--- src/rtl/fps_ram.sv ---
module fps_ram #(
   parameter int WIDTH = 8,
   parameter int DEPTH = 16
) (
   input  logic                     clock,
   input  logic                     wr_en,
   input  logic [$clog2(DEPTH)-1:0] wr_addr,
   input  logic [WIDTH-1:0]         wr_data,
   input  logic [$clog2(DEPTH)-1:0] rd_addr,
   output logic [WIDTH-1:0]         rd_data
);

   logic [WIDTH-1:0] mem [DEPTH];

   always_ff @(posedge clock) begin
      if (wr_en) begin
         mem[wr_addr] <= wr_data;
      end
      rd_data <= mem[rd_addr];
   end

endmodule

--- config.mk ---
export PLATFORM = sky130hd
export DESIGN_NAME = fps_ram
export DESIGN_NICKNAME = d
export VERILOG_FILES = /design/src/rtl/fps_ram.sv
export SDC_FILE = /design/constraint.sdc
export NUM_CORES = 1
export LEC_CHECK = 0
export BUFFER_PORTS_ARGS = -buffer_cell sky130_fd_sc_hd__buf_2
export CORE_MARGIN = 5
export CORE_UTILIZATION = 52
export DETAILED_ROUTE_END_ITERATION = 6
export PLACE_DENSITY = 0.78
export SLEW_MARGIN = 40
export SYNTH_ARGS = -nofsm -noshare
export SYNTH_HDL_FRONTEND = slang
export SYNTH_SLANG_ARGS = --single-unit
--- constraint.sdc ---
create_clock -name clock -period 3.17 [get_ports clock]
set_input_delay 0.634 -clock clock [delete_from_list [all_inputs] [get_ports clock]]
set_output_delay 0.634 -clock clock [all_outputs]
set_load 0.01 [all_outputs]
* Word-level counts from Yosys, hierarchy flattened
Memory sizes are Yosys's and may differ from the RTL's. A register that Yosys moved wholly into a read port is not among the register bits.
Cells that the tools add are included.
** Storage, ports and cells
- Input bits :: 18
- Output and inout port bits :: 8
- Memory bits (writable) :: 128
- Register bits :: 0
- Memories :: 1
** Memory list
- mem :: words 16, width 8, rd ports 1, clocked after Yosys merged registers in 1, write ports 1, line 13 : logic [WIDTH-1:0] mem [DEPTH];
** Operators by class
- Multiplexer cells :: 2
** Operators with widths (count)
- $mux 1 :: 2

* Depth between registers and ports, before layout
Gate-level depths: netlist of run 1.
- Depth in word-level cells :: 2
- Gate-level depth with buffers :: 5
- Gate-level depth less buffers :: 3

* Worst setup path after synthesis of run 1
OpenSTA, ideal clock, no wires.
- Path type :: input -> register
- Start point :: in wr_addr[2]
- End point :: mem mem[0][0] (enable)
- Setup slack :: 1.043 ns
- Path buffers :: 0
- Cell stages on the path :: 2
- Library setup time :: 0.383 ns
- Data arrival time :: 1.744 ns
- Path through :: or3b_2 nor3_1
** RTL lines
- start: declaration :: line 7 : input logic [$clog2(DEPTH)-1:0] wr_addr,
- end: declaration :: line 13
No word-level cell before the write port.

==> results.toml, run 1 <==
[route]
m1WireLength_mm = 3.84
wl_met3_um = 711
dr.max_layer_used = "met4"
drtAntennaViolNets = 0
drt_iter0_drc = 169
drt_wl_total_mm = 9.51
dr.pass1.iters = 5
wl_per_cell_um = 22.7
viasPerCell = 5.77
vias = 2418
drcViolationCount = 0
routed-wl-met2_mm = 4.82

[clock_network]
clkTransAtPathRegs_ns = 0.06
cts_sinks = 136
cts_max_level = 4
cts_tree = "built"
ctsRootBufferMaster = "clkbuf_8"
cts_buffer_depth = 2
clkLatencyLatePin_ns = 0.52
post_cts_buffers = 0
cts_made_buffers = 17
cts_hold_buf = 0
ctsResizeCount = 0

[critical_path]
r2r_end = "rd_data[0]"
cp_num_buf_inv = 2
reg2reg_setup_slack_ns = 1.80
cp_max_fo = 19
startpoint_type = "primary input"
startpoint = "rd_addr[0]"
reg2regPathDepth = 3
max_stage_delay_ns = 0.56
path_delay_family = "buffers and inverters"
reg2reg_from = "mem[15][0]"
cp_cell_sequence = "buf_2 > buf_12 > mux4_1 > a22oi_1 > nand2_1"
cp.required_ns = 3.57
critPathArrivalTime_ns = 2.30
path_class = "primary input to register"
crit_path_end_kind = "register"
cp_slowest_cell = "mux4_1"

[yosys]
synth.net_count = 247
post_synth.cell_area_avg_sq_um = 22.5
synth_area_sq_um = 5150
ys_warn_count = 0
synth-seq-area-share = 0.778
syn_inst = 229
synth_cell_type_count = 19
ys_ff_latch = 136

[layout]
fin_area_sq_um = 6030
area_growth_syn_to_layout_pct = 17.1
antennaDiodeCount = 0
utilization = 0.619
fin_nets = 291
fin_cells = 419
layout-drive-gt1-share = 0.311

[hold_path]
hold_depth = 1
hold_path_end = "mem[8][4]"
hp-class = "primary input to register"
hold_start = "wr_data[4]"

[global_routing]
grtUsageTotal = 0.176
grt_pass1_vias = 2489
gr-total-overflow = 0
grt_max_degree = 33
antenna_found_initial = 0
grt_pass1_wl_mm = 14.5

[timing]
clock_skew_ns = 0.00897
slew_violations = 0
fin_ws_ns = 1.27
tns_ns = 0
fin_crit_ns = 1.90
tightest_slew_ns = 0.850
setup_viol_count_final = 0
max_slew_margin = 0.431
whs_ns = 0.493
hold_violations = 0
fmax_mhz = 525
rsz0062_at_grt = "false"
fin_crit_sh = 0.600

[floorplanning]
fp-row-count = 36
die_area_sq_um = 12000
die_w_um = 109
io_pins = 26
coreArea_sq_um = 9730
die_h_um = 109
start_util = 0.529

[power]
total_power_mw = 4.06
p_leak_nw = 2.03
vdd_ir_drop_max_uv = 430
power.density_nw_per_um2 = 674

[status]
status = "complete, no violations"

[placed_design]
dp_hpwl_mm = 5.59
portBuffers = 25
dpl_cell_area_sq_um = 5440
place_inst = 387
pre_cts_slack_ns = 0.703
gp_congestion = 0.717

[job]
drv_cap = 0
logic make-up (layout without fill, tap and decap cells):
group	Yosys count	in the layout	share of synthesized area
AO/OA/AOI/OAI	16	16	0.0233
AND/OR/NAND/NOR	35	35	0.0318
flip-flops	136	136	0.778
buffers and inverters	10	67	0.0168
multiplexers	32	32	0.150
synthesized netlist by cell type (all sizes together):
| master | n | area share |
|---|---|---|
| buf | 7 | 0.011 |
| nand3 | 1 | 0.00097 |
| a22oi | 16 | 0.023 |
| dfxtp | 8 | 0.031 |
| or3b | 1 | 0.0017 |
| mux4 | 32 | 0.15 |
| nand2 | 9 | 0.0066 |
| and2 | 1 | 0.0012 |
| nand3b | 2 | 0.0029 |
| nor2 | 13 | 0.0095 |
| edfxtp | 128 | 0.75 |
| nor2b | 1 | 0.0012 |
| clkdlybuf4s25 | 3 | 0.0058 |
| nand2b | 2 | 0.0024 |
| nor3 | 4 | 0.0039 |
| and2b | 1 | 0.0015 |
worst register-to-register path, stage by stage (launching register included):
cell and delay [ns]:
edfxtp_1 0.40, mux4_2 0.49, a22oi_1 0.25, nand2_1 0.11
area by class of cell:
cell class / instances / area, sq um
Clock buffer: 21 / 449
Clock inverter: 11 / 125
Fill cell: 659 / 3700
Multi-Input combinational cell: 83 / 1070
Sequential cell: 136 / 4000
Tap cell: 133 / 166
Timing Repair Buffer: 35 / 213
power breakdown:
| part | switching, mW | leakage, nW | internal [mW] | total, mW |
|---|---|---|---|---|
| combinational | 0.104 | 0.527 | 0.0763 | 0.181 |
| sequential | 0.0122 | 1.22 | 2.01 | 2.02 |
| clock | 0.701 | 0.278 | 1.16 | 1.86 |
metal layers:
metal | global-route usage | up-vias
met5 | 0 | -
met4 | 0.0552 | 0
met3 | 0.0658 | 15
met2 | 0.274 | 106
li1 | - | 1059
met1 | 0.232 | 1238
state kept, by name, indices dropped and copies added, names as in the netlist:
signal / cells
mem: 128
rd_data: 8
worst max-delay path by stage:
stage	endpoint	slack (ns)	depth (start not counted)
4_1_cts	rd_data[1]	1.24	5
5_1_grt	rd_data[1]	1.14	5
3_5_place_dp	rd_data[1]	0.70	5
2_1_floorplan	mem[0][0]	1.04	2
6_report	rd_data[1]	1.27	5
3_3_place_gp	rd_data[7]	0.73	5
layout by cell type (no fill, tap or decap), types with 2 or more instances in the layout:
cell type | netlist | final
bufinv_16 | 0 | 2
nand2_1 | 9 | 9
clkinvlp_4 | 0 | 2
dfxtp_1 | 8 | 8
clkinv_4 | 0 | 4
clkbuf_1 | 0 | 2
nor3_1 | 4 | 4
buf_4 | 1 | 9
edfxtp_1 | 128 | 128
a22oi_1 | 16 | 16
clkbuf_16 | 0 | 16
nor2_2 | 0 | 5
mux4_1 | 14 | 14
nand2b_1 | 2 | 2
buf_2 | 3 | 25
clkinv_2 | 0 | 3
mux4_2 | 18 | 18
nand3b_1 | 2 | 2
nor2_1 | 13 | 8
clkbuf_8 | 0 | 3
No activity file was read; power rests on OpenSTA's default activity.
==> run 2: changes to the inputs <==
Clock period 3.17 ns to 1.8 ns, I/O delays scaled along.
==> run 2 against run 1 <==
  * Count of clock-buffer cells in the layout fell by 3
  * Clock power grew 67%
  * Largest power group unchanged
  * Highest routed layer unchanged
  * Sequential power rose by 77%
  * First-iteration DRC count rose by 61%
  * Setup slack worse by 0.92 ns
==> results.toml, run 2 (synthesized netlist as in run 1, its figures left out) <==
[placed_design]
dp_hpwl_mm = 6.19
gp_congestion = 0.741
place_inst = 399
portBuffers = 25
dpl_cell_area_sq_um = 5560
pre_cts_slack_ns = -0.00538

[timing]
whs_ns = 0.228
fin_ws_ns = 0.348
fmax_mhz = 689
max_slew_margin = 0.717
fin_crit_sh = 0.807
rsz0062_at_grt = "false"
slew_violations = 0
fin_crit_ns = 1.45
hold_violations = 0
setup_viol_count_final = 0
clock_skew_ns = 0.0131
tightest_slew_ns = 0.424

[power]
vdd_ir_drop_max_uv = 554
p_switching_mw = 1.49
clockPowerShare = 0.443
p_leak_nw = 2.08
combPwrFrac = 0.048
intPower_mw = 5.52
netSwitchingFraction = 0.212
power.density_nw_per_um2 = 1150
p_seq_frac = 0.509
total_power_mw = 7.01

[global_routing]
gr-total-overflow = 0
grt_max_degree = 33
grt_pass1_vias = 2571
grtUsageTotal = 0.186
antenna_found_initial = 0
grt_pass1_wl_mm = 15.2

[critical_path]
startpoint_type = "register"
max_stage_delay_ns = 0.53
cp.required_ns = 2.18
critPathArrivalTime_ns = 1.84
cp_slowest_cell = "mux4_1"
path_class = "register to register"
cp_cell_sequence = "mux4_1 > a22oi_1 > nand2_1"
cp_max_fo = 1
crit_path_end_kind = "register"

[clock_network]
ctsResizeCount = 0
cts_max_level = 4
cts_made_buffers = 17
cts_hold_buf = 0
post_cts_buffers = 0
clkTransAtPathRegs_ns = 0.06
ctsRootBufferMaster = "clkbuf_8"
cts_sinks = 136
cts_buffer_depth = 2
cts_tree = "built"
clkLatencyLatePin_ns = 0.51

[layout]
n_fill_cell = 669
fin_area_sq_um = 6100
area_growth_syn_to_layout_pct = 18.6
fin_nets = 303
largest_reg_flops = 128
final_common_cell = "edfxtp_1"
fin_cells = 431
reg_top3 = "mem (128), rd_data (8)"
layout-drive-gt1-share = 0.326
antennaDiodeCount = 0
top_register = "mem"
layout_common_cells = "128 x edfxtp_1, 25 x buf_2, 19 x buf_4"

[route]
wl_per_cell_um = 23.1
dr.pass1.iters = 5
drcViolationCount = 0
viasPerCell = 5.70
drt_wl_total_mm = 9.97
vias = 2458
drt_iter0_drc = 272
drtAntennaViolNets = 0

[floorplanning]
start_util = 0.529
die_h_um = 109
io_pins = 26
die_w_um = 109
fp-row-count = 36
coreArea_sq_um = 9730
die_area_sq_um = 12000

[job]
drv_cap = 0

[status]
status = "complete, no violations"

[hold_path]
hp-class = "primary input to register"
==> run 2: path summary, 6_finish.rpt <==
kind	slack [ns]	to	depth (start not counted)	start
hold / removal	0.23	mem[1][3]	1	wr_data[3]
hold reg to reg	0.69	rd_data[2]	3	mem[7][2]
setup reg to reg	0.35	rd_data[4]	3	mem[9][4]
setup / recovery	0.35	rd_data[4]	3	mem[9][4]
==> run 2: routing by layer <==
layer,vias to the layer above,GRT usage,wire (um),share of wire
met2,111,0.312,5330,0.53
met1,1250,0.236,3890,0.39
li1,1085,-,-,-
met3,12,0.0499,623,0.062
met4,0,0.0606,123,0.012
met5,-,0,0,0
==> run 2: final cells by class <==
class                           instances  area (sq um)  area share
Clock inverter                         14           125      0.0205
Multi-Input combinational cell         83          1060       0.174
Clock buffer                           18           418      0.0685
Sequential cell                       136          4000       0.656
Tap cell                              133           166      0.0273
Timing Repair Buffer                   47           328      0.0537
==> run 2: worst max-delay path: cells and delay by family (launching register included) <==
family | cells | cell delay [ns]
and+or+nand+nor | 1 | 0.11
AOI/OAI and AO/OA | 1 | 0.31
DFF | 1 | 0.38
muxes | 1 | 0.53
==> run 2: stage by stage <==
step                      utilization  setup TNS [ns]
after floorplan                     -               0
after global placement          0.572               0
after detailed placement        0.572        -0.00538
after CTS                       0.627               0
after global routing            0.627               0
final                           0.627               0
==> run 2: power groups by stage <==
stage | combinational [mW] | sequential, mW | clock, mW
after detailed placement | 0.337 | 3.63 | 0
after CTS | 0.343 | 3.57 | 3.16
after floorplan | 0.180 | 3.63 | 0
after global routing | 0.365 | 3.57 | 3.32
after global placement | 0.327 | 3.63 | 0
final | 0.337 | 3.57 | 3.10
==> run 3: changes to the inputs <==
Settings changed: ABC_AREA from default to 1, PLACE_DENSITY 0.78 to 0.81.
Clock period 1.8 ns to 1.2 ns, I/O delays scaled along.
==> run 3 against run 2 <==
  * Global-route usage grew 2.2 points
  * Largest cell class unchanged
  * Via count grew 63%
  * Critical endpoint is now rd_data[6]
  * Hold slack worse by 0.092 ns
  * Routed wire length up 28%
  * Final cell count rose by 75%
  * Sequential cell count unchanged
  * Synthesized area increased by 12%
  * Non-clock buffer count rose by 8
  * Utilization about the same
  * Critical path type is now register to output port
  * First-iteration DRC count rose by 69%
  * Synthesized cell count is 140% higher
  * Combinational power up 110%
  * Largest power group unchanged
==> results.toml, run 3 <==
[route]
drt_iter0_drc = 459
drtAntennaViolNets = 0
wl_per_cell_um = 17.0
dr.pass1.iters = 5
drcViolationCount = 0
drt_wl_total_mm = 12.8
viasPerCell = 5.32
vias = 4010

[layout]
layout_common_cells = "173 x nand2_1, 128 x edfxtp_1, 100 x inv_1"
area_growth_syn_to_layout_pct = 17.8
final_common_cell = "nand2_1"
top_register = "mem"
fin_nets = 619
utilization = 0.627
fin_area_sq_um = 6800
largest_reg_flops = 128
n_fill_cell = 820
antennaDiodeCount = 0
reg_top3 = "mem (128), rd_data (8)"
layout-drive-gt1-share = 0.145

[clock_network]
ctsRootBufferMaster = "clkbuf_8"
cts_buffer_depth = 2
clkLatencyLatePin_ns = 0.51
cts_sinks = 136
cts_max_level = 4
clkTransAtPathRegs_ns = 0.06
cts_made_buffers = 17
post_cts_buffers = 0
cts_tree = "built"

[floorplanning]
die_h_um = 115
die_w_um = 115
die_area_sq_um = 13300
fp-row-count = 38
start_util = 0.532
io_pins = 26
coreArea_sq_um = 10800

[timing]
fmax_mhz = 852
fin_crit_sh = 0.978
hold_violations = 0
clock_skew_ns = 0.00954
setup_viol_count_final = 0
fin_crit_ns = 1.17
max_slew_margin = 0.738
tns_ns = 0
tightest_slew_ns = 0.392
slew_violations = 0
rsz0062_at_grt = "true"
fin_ws_ns = 0.0261

[yosys]
synth-seq-area-share = 0.694
synth_top_cells_by_area = "edfxtp_1 67%, nand2_1 11%, nand3_1 8.4%"
synth-main-ff-cell = "edfxtp_1"
synth.net_count = 569
netlist_top_cells_count = "173 x nand2_1, 128 x edfxtp_1, 100 x inv_1"
syn_inst = 551
yosysMostFrequentCell = "nand2_1"
yosysTopAreaCellShare = 0.667
async_flop_share = 0
synth.largest_area_cell = "edfxtp_1"
ys_ff_latch = 136
synth_cell_type_count = 12
ys_warn_count = 0
synth_edf_count = 128
post_synth.cell_area_avg_sq_um = 10.5
synth_area_sq_um = 5770

[critical_path]
critPathArrivalTime_ns = 0.93
cp.required_ns = 0.96
max_stage_delay_ns = 0.32
crit_path_end_kind = "output port"
startpoint_type = "register"
path_class = "register to output port"
cp_cell_sequence = "buf_6"
cp_num_buf_inv = 1
path_delay_family = "flip-flops"
cp_slowest_cell = "dfxtp_2"
cp_max_fo = 1

[placed_design]
portBuffers = 25
dpl_cell_area_sq_um = 6190
gp_congestion = 0.890
pre_cts_slack_ns = -0.116
dp_hpwl_mm = 7.84

[global_routing]
grt_pass1_wl_mm = 20.6
antenna_found_initial = 0
gr-total-overflow = 0
grt_max_degree = 33
grtUsageTotal = 0.207
grt_pass1_vias = 3960

[status]
status = "complete, no violations"

[power]
vdd_ir_drop_max_uv = 1130
power.density_nw_per_um2 = 1650
p_leak_nw = 2.98
total_power_mw = 11.2

[job]
drv_cap = 0

[hold_path]
hp-class = "primary input to register"
==> run 3: changes by cell type in the layout (fill, tap and decap cells not counted), moves of 3 or more <==
cell and delta:
buf_4 +6, mux4_2 -18, mux4_1 -14, nand2_1 +164
nor2_1 +4, nor3_1 -3, nand3_1 +96, inv_1 +100
a22oi_1 -16
==> run 3: cell type report <==
cell class	count	area, sq um	share of cell area
timing repair buffer	55	425	0.0626
inverter	102	383	0.0563
tap	140	175	0.0258
clock inverter	14	174	0.0256
clock buffer	18	418	0.0615
multi-input combinational	289	1210	0.179
sequential	136	4010	0.590
==> run 3: metrics by stage <==
stage / cells / hold WS (ns)
finish: 754 / 0.136
global route: 754 / 0.134
CTS: 754 / 0.128
detailed placement: 722 / 0.638
global placement: 722 / 0.624
floorplan: 551 / 0.339
==> run 3: path summary, 6_finish.rpt <==
kind,start,to,slack (ns),cells after the start
max,rd_data[6],rd_data[6],0.03,1
min,wr_data[4],mem[0][4],0.14,1
max reg2reg,mem[4][1],rd_data[1],0.16,6
min reg2reg,mem[12][5],rd_data[5],0.67,6
==> run 3: metal layers <==
layer  track usage  wire length, um  part of all wire
met1         0.272             4900              0.38
met2         0.343             6490              0.51
met3        0.0500             1110             0.086
met4        0.0673              302             0.024
met5             0                0                 0
==> run 3: cells by family (layout without fill, tap and decap cells) <==
family        count (synthesis)  after routing  share of synthesized area
buf+inv                     126            189                     0.0952
simple gates                289            289                      0.210
flops                       136            136                      0.694
==> run 3: report_power, final <==
| part | internal, mW | switching (mW) |
|---|---|---|
| Sequential | 5.31 | 0.0285 |
| Clock | 3.18 | 1.96 |
| Combinational | 0.236 | 0.475 |
| Total | 8.72 | 2.47 |
==> run 3: timing repair <==
action,4_1_cts,5_1_grt
hold buffers,0,0
endpoints found under the setup margin,0,7
resized for setup,0,4
